`config.mk`:
```
export PLATFORM = sky130hd
export DESIGN_NAME = fixed_frame_deframer_checksum_core
export DESIGN_NICKNAME = d
export VERILOG_FILES = /design/src/sv/ffdc_pkg.sv /design/src/sv/ffdc_parser.sv /design/src/sv/fixed_frame_deframer_checksum_core.sv
export SDC_FILE = /design/constraint.sdc
export NUM_CORES = 1
export LEC_CHECK = 0
export ABC_AREA = 1
export ABC_CLOCK_PERIOD_IN_PS = 11660
export BUFFER_PORTS_ARGS = -buffer_cell sky130_fd_sc_hd__buf_2
export CAP_MARGIN = 5
export CORE_UTILIZATION = 56
export DETAILED_ROUTE_END_ITERATION = 8
export PLACE_DENSITY_LB_ADDON = 0.15
export SYNTH_ARGS = -nofsm -noshare
export SYNTH_HDL_FRONTEND = slang
export SYNTH_SLANG_ARGS = --single-unit
```
`constraint.sdc`:
```
create_clock -name clk -period 11.66 [get_ports clk]
set_input_delay 0.583 -clock clk [delete_from_list [all_inputs] [get_ports clk]]
set_output_delay 0.583 -clock clk [all_outputs]
set_load 0.01 [all_outputs]
```
`src/sv/ffdc_pkg.sv`:
```
// Shared constants and types for the fixed-frame deframer with checksum.
package ffdc_pkg;

    // Sync, trailer and type codes
    localparam logic [7:0] HDR_FIRST  = 8'hAA;
    localparam logic [7:0] HDR_SECOND = 8'h55;
    localparam logic [7:0] TRAILER    = 8'hEE;
    localparam logic [7:0] TYPE_EXT   = 8'h02;

    // Frame geometry: body bytes 2..16 are stored, byte 16 is the checksum
    localparam int unsigned FRAME_LEN   = 18;
    localparam int unsigned BODY_FIRST  = 2;
    localparam int unsigned STORE_DEPTH = 15;
    localparam int unsigned MAX_DLC     = 8;

    // Output field widths and packed tdata width (whole bytes); the
    // extended flag travels on tuser
    localparam int unsigned ID_W       = 32;
    localparam int unsigned LEN_W      = 4;
    localparam int unsigned PAYLOAD_W  = 64;
    localparam int unsigned FIELDS_W   = ID_W + LEN_W + PAYLOAD_W;
    localparam int unsigned OUT_DATA_W = ((FIELDS_W + 7) / 8) * 8;

    // One decoded frame
    typedef struct packed {
        logic [PAYLOAD_W-1:0] payload;
        logic [LEN_W-1:0]     data_len;
        logic                 ext_flag;
        logic [ID_W-1:0]      frame_id;
    } frame_t;

endpackage

```
`src/sv/ffdc_parser.sv`:
```
// Byte-level frame parser: sync hunt, body capture, running checksum, trailer check.
module ffdc_parser
    import ffdc_pkg::*;
(
    input  logic       clk,
    input  logic       rst_n,
    input  logic       byte_valid,   // a byte transaction is accepted this cycle
    input  logic [7:0] byte_data,
    output logic       frame_valid,  // frame completes with this byte
    output frame_t     frame
);

    typedef enum logic [1:0] {
        HUNT_FIRST  = 2'd0,
        HUNT_SECOND = 2'd1,
        COLLECT     = 2'd2,
        TRAIL       = 2'd3
    } phase_t;

    localparam logic [4:0] CNT_FIRST = 5'(BODY_FIRST);
    localparam logic [4:0] CNT_END   = 5'(BODY_FIRST + STORE_DEPTH);
    localparam logic [4:0] CNT_CHK   = 5'(FRAME_LEN - 2);  // offset of checksum byte

    phase_t     phase_reg, phase_next;
    logic [4:0] count_reg, count_next;
    logic [7:0] sum_reg, sum_next;
    logic [7:0] store_reg [STORE_DEPTH];

    logic [3:0] wr_idx;
    logic       in_range;
    logic [7:0] dlc;

    assign wr_idx   = 4'(count_reg - CNT_FIRST);
    assign in_range = (count_reg >= CNT_FIRST) && (count_reg < CNT_END);

    // Next phase, count and running sum
    always_comb
    begin
        phase_next  = phase_reg;
        count_next  = count_reg;
        sum_next    = sum_reg;
        frame_valid = 1'b0;
        unique case (phase_reg)
            HUNT_FIRST:
            begin
                if (byte_data == HDR_FIRST)
                begin
                    phase_next = HUNT_SECOND;
                end
            end
            HUNT_SECOND:
            begin
                if (byte_data == HDR_SECOND)
                begin
                    count_next = CNT_FIRST;
                    sum_next   = 8'd0;
                    phase_next = COLLECT;
                end
                else if (byte_data != HDR_FIRST)
                begin
                    phase_next = HUNT_FIRST;
                end
            end
            COLLECT:
            begin
                if (in_range)
                begin
                    count_next = count_reg + 5'd1;
                    if (count_reg < CNT_CHK)
                    begin
                        sum_next = sum_reg + byte_data;
                    end
                    if (count_next >= 5'(FRAME_LEN - 1))
                    begin
                        phase_next = TRAIL;
                    end
                end
                else
                begin
                    phase_next = TRAIL;
                end
            end
            TRAIL:
            begin
                frame_valid = (byte_data == TRAILER) &&
                              (sum_reg == store_reg[STORE_DEPTH-1]);
                phase_next  = HUNT_FIRST;
            end
            default:
            begin
                phase_next = HUNT_FIRST;
            end
        endcase
        if (!byte_valid)
        begin
            phase_next  = phase_reg;
            count_next  = count_reg;
            sum_next    = sum_reg;
            frame_valid = 1'b0;
        end
    end

    // Control state
    always_ff @(posedge clk or negedge rst_n)
    begin
        if (!rst_n)
        begin
            phase_reg <= HUNT_FIRST;
            count_reg <= 5'd0;
            sum_reg   <= 8'd0;
        end
        else
        begin
            phase_reg <= phase_next;
            count_reg <= count_next;
            sum_reg   <= sum_next;
        end
    end

    // Body byte store, written at the current offset
    always_ff @(posedge clk)
    begin
        if (byte_valid && phase_reg == COLLECT && in_range)
        begin
            store_reg[wr_idx] <= byte_data;
        end
    end

    // Field extraction from fixed store positions
    assign dlc = store_reg[5];

    always_comb
    begin
        frame.frame_id = {store_reg[1], store_reg[2], store_reg[3], store_reg[4]};
        frame.ext_flag = (store_reg[0] == TYPE_EXT);
        frame.data_len = (dlc > 8'(MAX_DLC)) ? LEN_W'(MAX_DLC) : dlc[LEN_W-1:0];
        for (int k = 0; k < 8; k++)
        begin
            frame.payload[8*k +: 8] = store_reg[6 + k];
        end
    end

endmodule

```
`src/sv/fixed_frame_deframer_checksum_core.sv`:
```
// Top level of the fixed-frame deframer: stream ports and the result register.
//
// Usage:
//   Slave side (s_*) carries received link bytes, one per transaction.
//   The block hunts for 18-byte frames: 0xAA 0x55, type, 32-bit ID
//   (big-endian), DLC, 8 data bytes, 8-bit sum of bytes 2..15, 0xEE.
//   Master side (m_*) carries one transaction per good frame; m_tuser
//   flags an extended ID (type byte 0x02).
// Throughput: one byte per cycle, with no gaps between frames, while s_tready is high.
// Output: the frame appears on m_tvalid in the cycle after its trailer byte
//   is accepted; it is held in a single output register.
// Stall: s_tready stays high while the output register is empty or is
//   being taken in the same cycle; if a frame waits and m_tready is low,
//   s_tready drops for every byte until that frame is taken.
// Reset: rst_n clears the parser to the sync hunt and empties the output
//   register. Frames with a bad checksum or trailer are dropped silently.
module fixed_frame_deframer_checksum_core
    import ffdc_pkg::*;
(
    input  logic                  clk,
    input  logic                  rst_n,
    input  logic                  s_tvalid,
    output logic                  s_tready,
    input  logic [7:0]            s_tdata,   // [7:0] rx_byte
    output logic                  m_tvalid,
    input  logic                  m_tready,
    output logic [OUT_DATA_W-1:0] m_tdata,   // [31:0] frame_id, [35:32] data_len,
                                             // [99:36] payload, [103:100] zero
    output logic                  m_tuser    // [0] ext_flag
);

    logic   byte_acc;
    logic   frame_valid;
    frame_t frame;

    logic   out_valid_reg, out_valid_next;
    frame_t out_frame_reg;

    assign s_tready = !out_valid_reg || m_tready;
    assign byte_acc = s_tvalid && s_tready;

    ffdc_parser u_parser (
        .clk         (clk),
        .rst_n       (rst_n),
        .byte_valid  (byte_acc),
        .byte_data   (s_tdata),
        .frame_valid (frame_valid),
        .frame       (frame)
    );

    // Output register occupancy
    always_comb
    begin
        out_valid_next = out_valid_reg;
        if (m_tready)
        begin
            out_valid_next = 1'b0;
        end
        if (frame_valid)
        begin
            out_valid_next = 1'b1;
        end
    end

    always_ff @(posedge clk or negedge rst_n)
    begin
        if (!rst_n)
        begin
            out_valid_reg <= 1'b0;
        end
        else
        begin
            out_valid_reg <= out_valid_next;
        end
    end

    // Result payload
    always_ff @(posedge clk)
    begin
        if (frame_valid)
        begin
            out_frame_reg <= frame;
        end
    end

    assign m_tvalid = out_valid_reg;
    assign m_tdata  = OUT_DATA_W'({out_frame_reg.payload, out_frame_reg.data_len,
                                   out_frame_reg.frame_id});
    assign m_tuser  = out_frame_reg.ext_flag;

endmodule

```
* After elaboration in Yosys (flattened, before gate mapping)
Memory sizes are Yosys's and may differ from the RTL's. A register that Yosys moved wholly into a read port is not among the register bits.
Index checks and enable logic that the tools add are counted.
** Storage, ports and cells
- Flip-flop bits (word level) :: 21
- RAM bits :: 120
- Input bits :: 12
- Logic and storage cells :: 62
- Memories :: 1
** Operators by class
- Add/subtract/negate cells :: 3
- Magnitude comparators :: 5
- Equality and inequality tests :: 15
- Muxes and demuxes :: 19
- Reduce and logical (&&, ||, !) cells :: 13
** Memories
- u_parser.store_reg :: words 15, width 8, rd ports 15, clocked after memory_dff 12, wr ports 1, RTL line ffdc_parser.sv:27 : logic [7:0] store_reg [STORE_DEPTH];
** Operators with widths (number)
- $mux 8 :: 3
- $eq 8x8->1 const B :: 2
- $pmux 8 s2 :: 1
- $lt 5x5->1 const B :: 2
- $mux 2 :: 5
- $mux 5 :: 2
- $pmux 5 s2 :: 1
- $add 8x8->8 :: 1
- $eq 8x2->1 const B :: 1
- $eq 8x7->1 const B :: 1
- $eq 8x8->1 :: 1
- $gt 8x4->1 const B :: 1
- $ne 2x1->1 const B :: 4
- $ne 8x8->1 const B :: 1
- $pmux 2 s4 :: 1
- $reduce_and 4->1 :: 2
- $mux 1 :: 6
- $add 5x1->5 const B :: 1
- $ge 5x2->1 const B :: 1
- $ge 5x5->1 const B :: 1
- $logic_and 1x1->1 :: 5
- $reduce_and 5->1 :: 1
- $eq 2x2->1 const B :: 2
- $reduce_bool 2->1 :: 2
- other kinds (7) :: 7

* Depth between registers and ports, before layout
- Depth in word-level cells :: 7
- Depth in mapped cells :: 11

* Cells and area by module
Synthesis repeated with hierarchy kept, for this count alone.
** Unflattened totals
- Cell total of the unflattened synthesis :: 505
- Area, all modules :: 8398.1 µm²
** By module, submodules not included
- ffdc_parser :: instances 1, cells each 392, area each 5282.6 µm², seq. area each 3978.8 µm²
- fixed_frame_deframer_checksum_core :: instances 1, cells each 113, area each 3115.5 µm², seq. area each 3057.9 µm²

* Least setup slack after synthesis
Ideal clock, no wire load.
- Path kind :: input -> register
- Start :: in m_tready
- End :: reg m_tdata[0] (netlist name)
- Data arrival time :: 5251 ps
- Required time :: 11098 ps
- Slack :: 5847 ps
- Stages on the path :: 4
- Path buffers :: 0
- Cell sequence :: inv_1 a21boi_2 nand3_1 nor2_1
** Between the ends
- Cells in the longest elaborated chain, start to end :: 3
** RTL lines
- from (decl) :: RTL line fixed_frame_deframer_checksum_core.sv:26 : input logic m_tready,
- $logic_or 1x1->1 :: RTL line fixed_frame_deframer_checksum_core.sv:39 : assign s_tready = !out_valid_reg || m_tready;
- $logic_and 1x1->1 :: RTL line fixed_frame_deframer_checksum_core.sv:40 : assign byte_acc = s_tvalid && s_tready;
- $mux 1 :: RTL line ffdc_parser.sv:94 : if (!byte_valid)
- via frame_valid :: RTL line fixed_frame_deframer_checksum_core.sv:33 : logic frame_valid;
The timed path passes the listed nets, and every way through them passes these cells.
A chain may end at the register's enable or synchronous reset.

* Worst setup path after layout
- Start :: in s_tdata[2]
- End :: reg m_tdata[22] (netlist name)
** Between the ends
- Cells in the longest elaborated chain, start to end :: 4
** RTL lines
- from (decl) :: RTL line fixed_frame_deframer_checksum_core.sv:24 : input logic [7:0] s_tdata,
- $eq 8x8->1 :: RTL line ffdc_parser.sv:85 : frame_valid = (byte_data == TRAILER) &&
- $logic_and 1x1->1 :: RTL line ffdc_parser.sv:85
- $mux 1 :: RTL line ffdc_parser.sv:43 : unique case (phase_reg)
- $mux 1 :: RTL line ffdc_parser.sv:94
- via frame_valid :: RTL line fixed_frame_deframer_checksum_core.sv:33
The timed path passes the listed nets, and every way through them passes these cells.

==> results.txt <==
----------------------------------------------------
[Clock network]
  TritonCTS buffer count ... 23
  CTS-repair resized insts ... 0
  Clock latency at the later pin of the worst-skew pair ... 0.49 ns
  CTS root buffer ... sky130_fd_sc_hd__clkbuf_16
  Number of buffers inserted by post-CTS setup repair ... 0
  Hold buffer count at cts ... 0
  Maximum level of the CTS H-tree ... 1
  Clock sink total ... approximately 240
  CTS clock-pin slew for the worst setup and hold paths ... 0.06 ns
  Maximum buffer depth of the clock tree ... 3
  CTS tree ... done

[Setup path]
  Worst path arrival time ... around 3.2 ns
  Crit path capture type ... flip-flop
  Data required time of the critical path ... ~12 ns
  Reg-to-Reg Start ... u_parser.sum_reg[1]$_DFFE_PN0P_
  Startpoint-to-endpoint class of the critical path ... in -> reg
  Reg2reg setup slack ... just under 9 ns
  Cells on worst reg2reg path ... 5
  Endpoint of the lowest-slack register-to-register path ... m_tdata[22]$_DFFE_PP_
  Worst Path Max Fanout ... 63
  Kind of start point of the critical path ... primary input

[STA]
  Final number of hold-violating endpoints ... 0
  Number of failing setup endpoints in the final timing report ... 0
  Unrepaired setup endpoints after global routing ... false
  Maximum clock frequency ... about 330 MHz
  Clock Skews ... approximately 0.012 ns
  Slew Limit Headroom ... 27.55%
  Minimum period implied by the final worst setup slack ... 3.072 ns
  Pins over their slew limit ... 0
  Final period utilization ... about a quarter
  Final TNS setup ... 0 ns
  Worst hold-check slack ... between 0.004 and 0.005 ns
  Final setup margin ... about 8.6 ns
  Slew of the pin with the lowest slew margin ... roughly 1.1 ns

[Drt]
  Total number of vias ... 4179
  Post-detailed-route wirelength per cell ... about 17 um
  Final Routed Wirelength ... 14.02 mm
  Total DRC errors in the routed layout ... 0
  Remaining antenna violation count ... 0
  Via density per instance ... between 5 and 6
  Number of design-rule violations left by the first detailed-router iteration ... 323
  Drt pass-1 iters ... 5

[Layout]
  Area growth from synthesis to layout ... 18.03%
  Diode count ... 0
  Final layout net count ... roughly 660
  Fill cell count ... between 900 and 1000
  Share of final-layout standard cells stronger than drive strength 1 ... between 20% and 30%
  Summed area of non-filler cells in the final layout ... ~10000 sq um
  Max reg flops ... 120

[Die]
  Effective utilization at floorplan ... a little under three fifths
  Number of rows created at floorplan ... 44
  Standard cell core area ... between 10000 and 15000 sq um
  Boundary Pins ... around 120
  DIE WIDTH ... ~120 um
  Die Outline Area ... approximately 15000 sq um
  Y dimension of the die ... between 100 and 150 um

[Global routing]
  All-Layer GR Usage ... a little under a fifth
  First-pass GRT wire length ... around 22 mm
  Initial antenna violation count ... 0
  Number of global-route vias before repair ... 4054
  Remaining global-route overflow ... 0
  Maximum number of pins on one net before global-route repair ... 64

[Synth]
  Leading register cell type out of synthesis ... sky130_fd_sc_hd__edfxtp_1
  Most area-hungry cell type in the Yosys netlist ... sky130_fd_sc_hd__edfxtp_1
  Synth Register Bits ... around 240
  Main combinational cell family by area after synthesis ... simple AND/OR/NAND/NOR gates
  Cells after synthesis ... 486
  Post-Synth Adder-Cell Area ... slightly below 3%
  Yosys Warn Count ... 0
  Synth Area in Compound Gates ... approximately 1.8%
  Number of synthesized flops with an enable pin ... roughly 220
  Post-synthesis cell type count ... 35
  Top cells by area in the synthesized netlist ... sky130_fd_sc_hd__edfxtp_1 79%, sky130_fd_sc_hd__dfrtp_1 4.8%, sky130_fd_sc_hd__nand2_1 3.4%, sky130_fd_sc_hd__ha_1 2.7%, sky130_fd_sc_hd__inv_1 1.7%
  Post-Syn Area per Cell ... between 15 and 20 sq um
  Post-synthesis mux area share ... 0%
  Synthesized cell area ... between 8000 and 9000 sq um
  Post-synthesis share of cell area spent on and, or, nand and nor gates ... 8.023%
  Fraction of synthesis flops using an asynchronous set or reset pin ... between 6 and 7%
  Share of the yosys chip area belonging to registers ... 83.87%
  Xor-xnor portion of the synthesized cell area ... less than 1%
  Portion of synthesized cell area occupied by the leading cell type ... roughly four fifths

[Pwr]
  Logic gate share of total power ... 5.3%
  Net switching share of the total power ... 21.38%
  Clock network fraction of design power ... 40.0%
  Standby leakage power ... about 3.7 nW
  Max IR drop VDD ... approximately 0.00013 V
  Switching power of the nets ... about 0.36 mW
  Overall power ... between 1.5 and 2 mW
  Power density cells ... roughly 170 nW/um^2
  Sequential share of power ... between 50% and 60%
  Cell-internal power ... 1.342 mW

[Job]
  Total of max-cap violations ... 0

[Placed design]
  Pre-CTS setup slack ... 7.998 ns
  Number of buffers added on ports ... between 100 and 150
  Half-perimeter wire length after detailed placement ... between 8 and 9 mm
  Final Wtd Congestion ... 0.8247
  Area after detailed placement ... approximately 9200 sq um

[Status]
  Run status ... finished, final reports clean

[Min path]
  Type of the worst min-delay path ... in -> async

----------------------------------------------------
cells by family after synthesis:
| family | Yosys count |
|---|---|
| other | 1 |
| AND/OR/NAND/NOR | 149 |
| buffers and inverters | 48 |
| flip-flops | 237 |
| adder cells (fa/ha/maj) | 19 |
| XOR/XNOR | 9 |
| AO/OA/AOI/OAI | 23 |
routing by layer:
| layer | GRT usage, % | wire length [um] | share of wire, % | vias up |
|---|---|---|---|---|
| met5 | 0 | 0 | 0 | - |
| met4 | 4.465 | 165 | 1.2 | 0 |
| met3 | 3.265 | 775 | 5.5 | 16 |
| met2 | 29.80 | 6877 | 49 | 135 |
| met1 | 25.04 | 6203 | 44 | 2015 |
| li1 | - | - | - | 2013 |
cells in the mapped netlist (2+ instances only):
library cell / instances
sky130_fd_sc_hd__buf_4: 5
sky130_fd_sc_hd__nand4_1: 4
sky130_fd_sc_hd__or2_2: 3
sky130_fd_sc_hd__o21ai_1: 2
sky130_fd_sc_hd__o21ai_0: 9
sky130_fd_sc_hd__nand3_1: 12
sky130_fd_sc_hd__dfrtp_1: 16
sky130_fd_sc_hd__o21ai_2: 3
sky130_fd_sc_hd__nor2_1: 31
sky130_fd_sc_hd__inv_1: 39
sky130_fd_sc_hd__nand2_2: 5
sky130_fd_sc_hd__edfxtp_1: 221
sky130_fd_sc_hd__nor3_1: 6
sky130_fd_sc_hd__nand3b_1: 3
sky130_fd_sc_hd__inv_2: 4
sky130_fd_sc_hd__nor2_4: 2
sky130_fd_sc_hd__ha_1: 18
sky130_fd_sc_hd__xor2_1: 9
sky130_fd_sc_hd__nand2_1: 76
sky130_fd_sc_hd__a21oi_1: 3
metrics by stage:
stage | cells | utilization (%)
after floorplan | 489 | -
after global placement | 785 | 63.03
after detailed placement | 785 | 63.03
after CTS | 826 | 67.88
after global routing | 826 | 67.88
final | 826 | 67.88
worst max-delay path: stages:
cell	delay, ns
sky130_fd_sc_hd__buf_2	0.36
sky130_fd_sc_hd__inv_1	0.11
sky130_fd_sc_hd__nor3_1	0.19
sky130_fd_sc_hd__nand4_1	0.09
sky130_fd_sc_hd__nor2_1	0.12
sky130_fd_sc_hd__nand2_1	0.10
sky130_fd_sc_hd__nor2_4	0.82
sky130_fd_sc_hd__buf_4	0.75
power by group through the flow:
stage	Combinational (mW)	Clock, mW	Sequential (mW)
3_3_place_gp	0.0882	0	0.951
5_1_grt	0.104	0.730	0.934
2_1_floorplan	0.0637	0	0.950
4_1_cts	0.0908	0.697	0.934
6_report	0.0910	0.683	0.933
3_5_place_dp	0.0899	0	0.952
worst max path at each step:
stage / start / to / slack, ns / cells past startpoint
floorplan: m_tready / m_tdata[0]$_DFFE_PP_ / 5.85 / 4
global placement: s_tdata[2] / m_tdata[33]$_SDFFCE_PN0P_ / 8.08 / 8
detailed placement: s_tdata[2] / m_tdata[28]$_DFFE_PP_ / 8.00 / 8
CTS: s_tdata[2] / m_tdata[18]$_DFFE_PP_ / 8.54 / 8
global route: s_tdata[2] / m_tdata[4]$_DFFE_PP_ / 8.33 / 8
finish: s_tdata[2] / m_tdata[22]$_DFFE_PP_ / 8.59 / 8
final cells by class:
cell class,count,area [sq um],area share (%)
Clock buffer,27,590.6,5.963
Multi-Input combinational cell,204,1174,11.85
Tap cell,184,230.2,2.325
Sequential cell,237,7037,71.05
Clock inverter,14,117.6,1.188
Inverter,43,161.4,1.630
Timing Repair Buffer,117,593.1,5.989
cell usage in the layout, fill, tap and decap left out, types with 5 or more instances in the layout:
cell type	Yosys	final
sky130_fd_sc_hd__edfxtp_1	221	221
sky130_fd_sc_hd__buf_2	0	114
sky130_fd_sc_hd__nand2_1	76	76
sky130_fd_sc_hd__inv_1	39	39
sky130_fd_sc_hd__nor2_1	31	30
sky130_fd_sc_hd__clkbuf_16	0	23
sky130_fd_sc_hd__ha_1	18	18
sky130_fd_sc_hd__dfrtp_1	16	16
sky130_fd_sc_hd__nand3_1	12	12
sky130_fd_sc_hd__xor2_1	9	9
sky130_fd_sc_hd__o21ai_0	9	9
sky130_fd_sc_hd__nor3_1	6	6
sky130_fd_sc_hd__nand2_2	5	5
(Power assumes the default switching activity.)
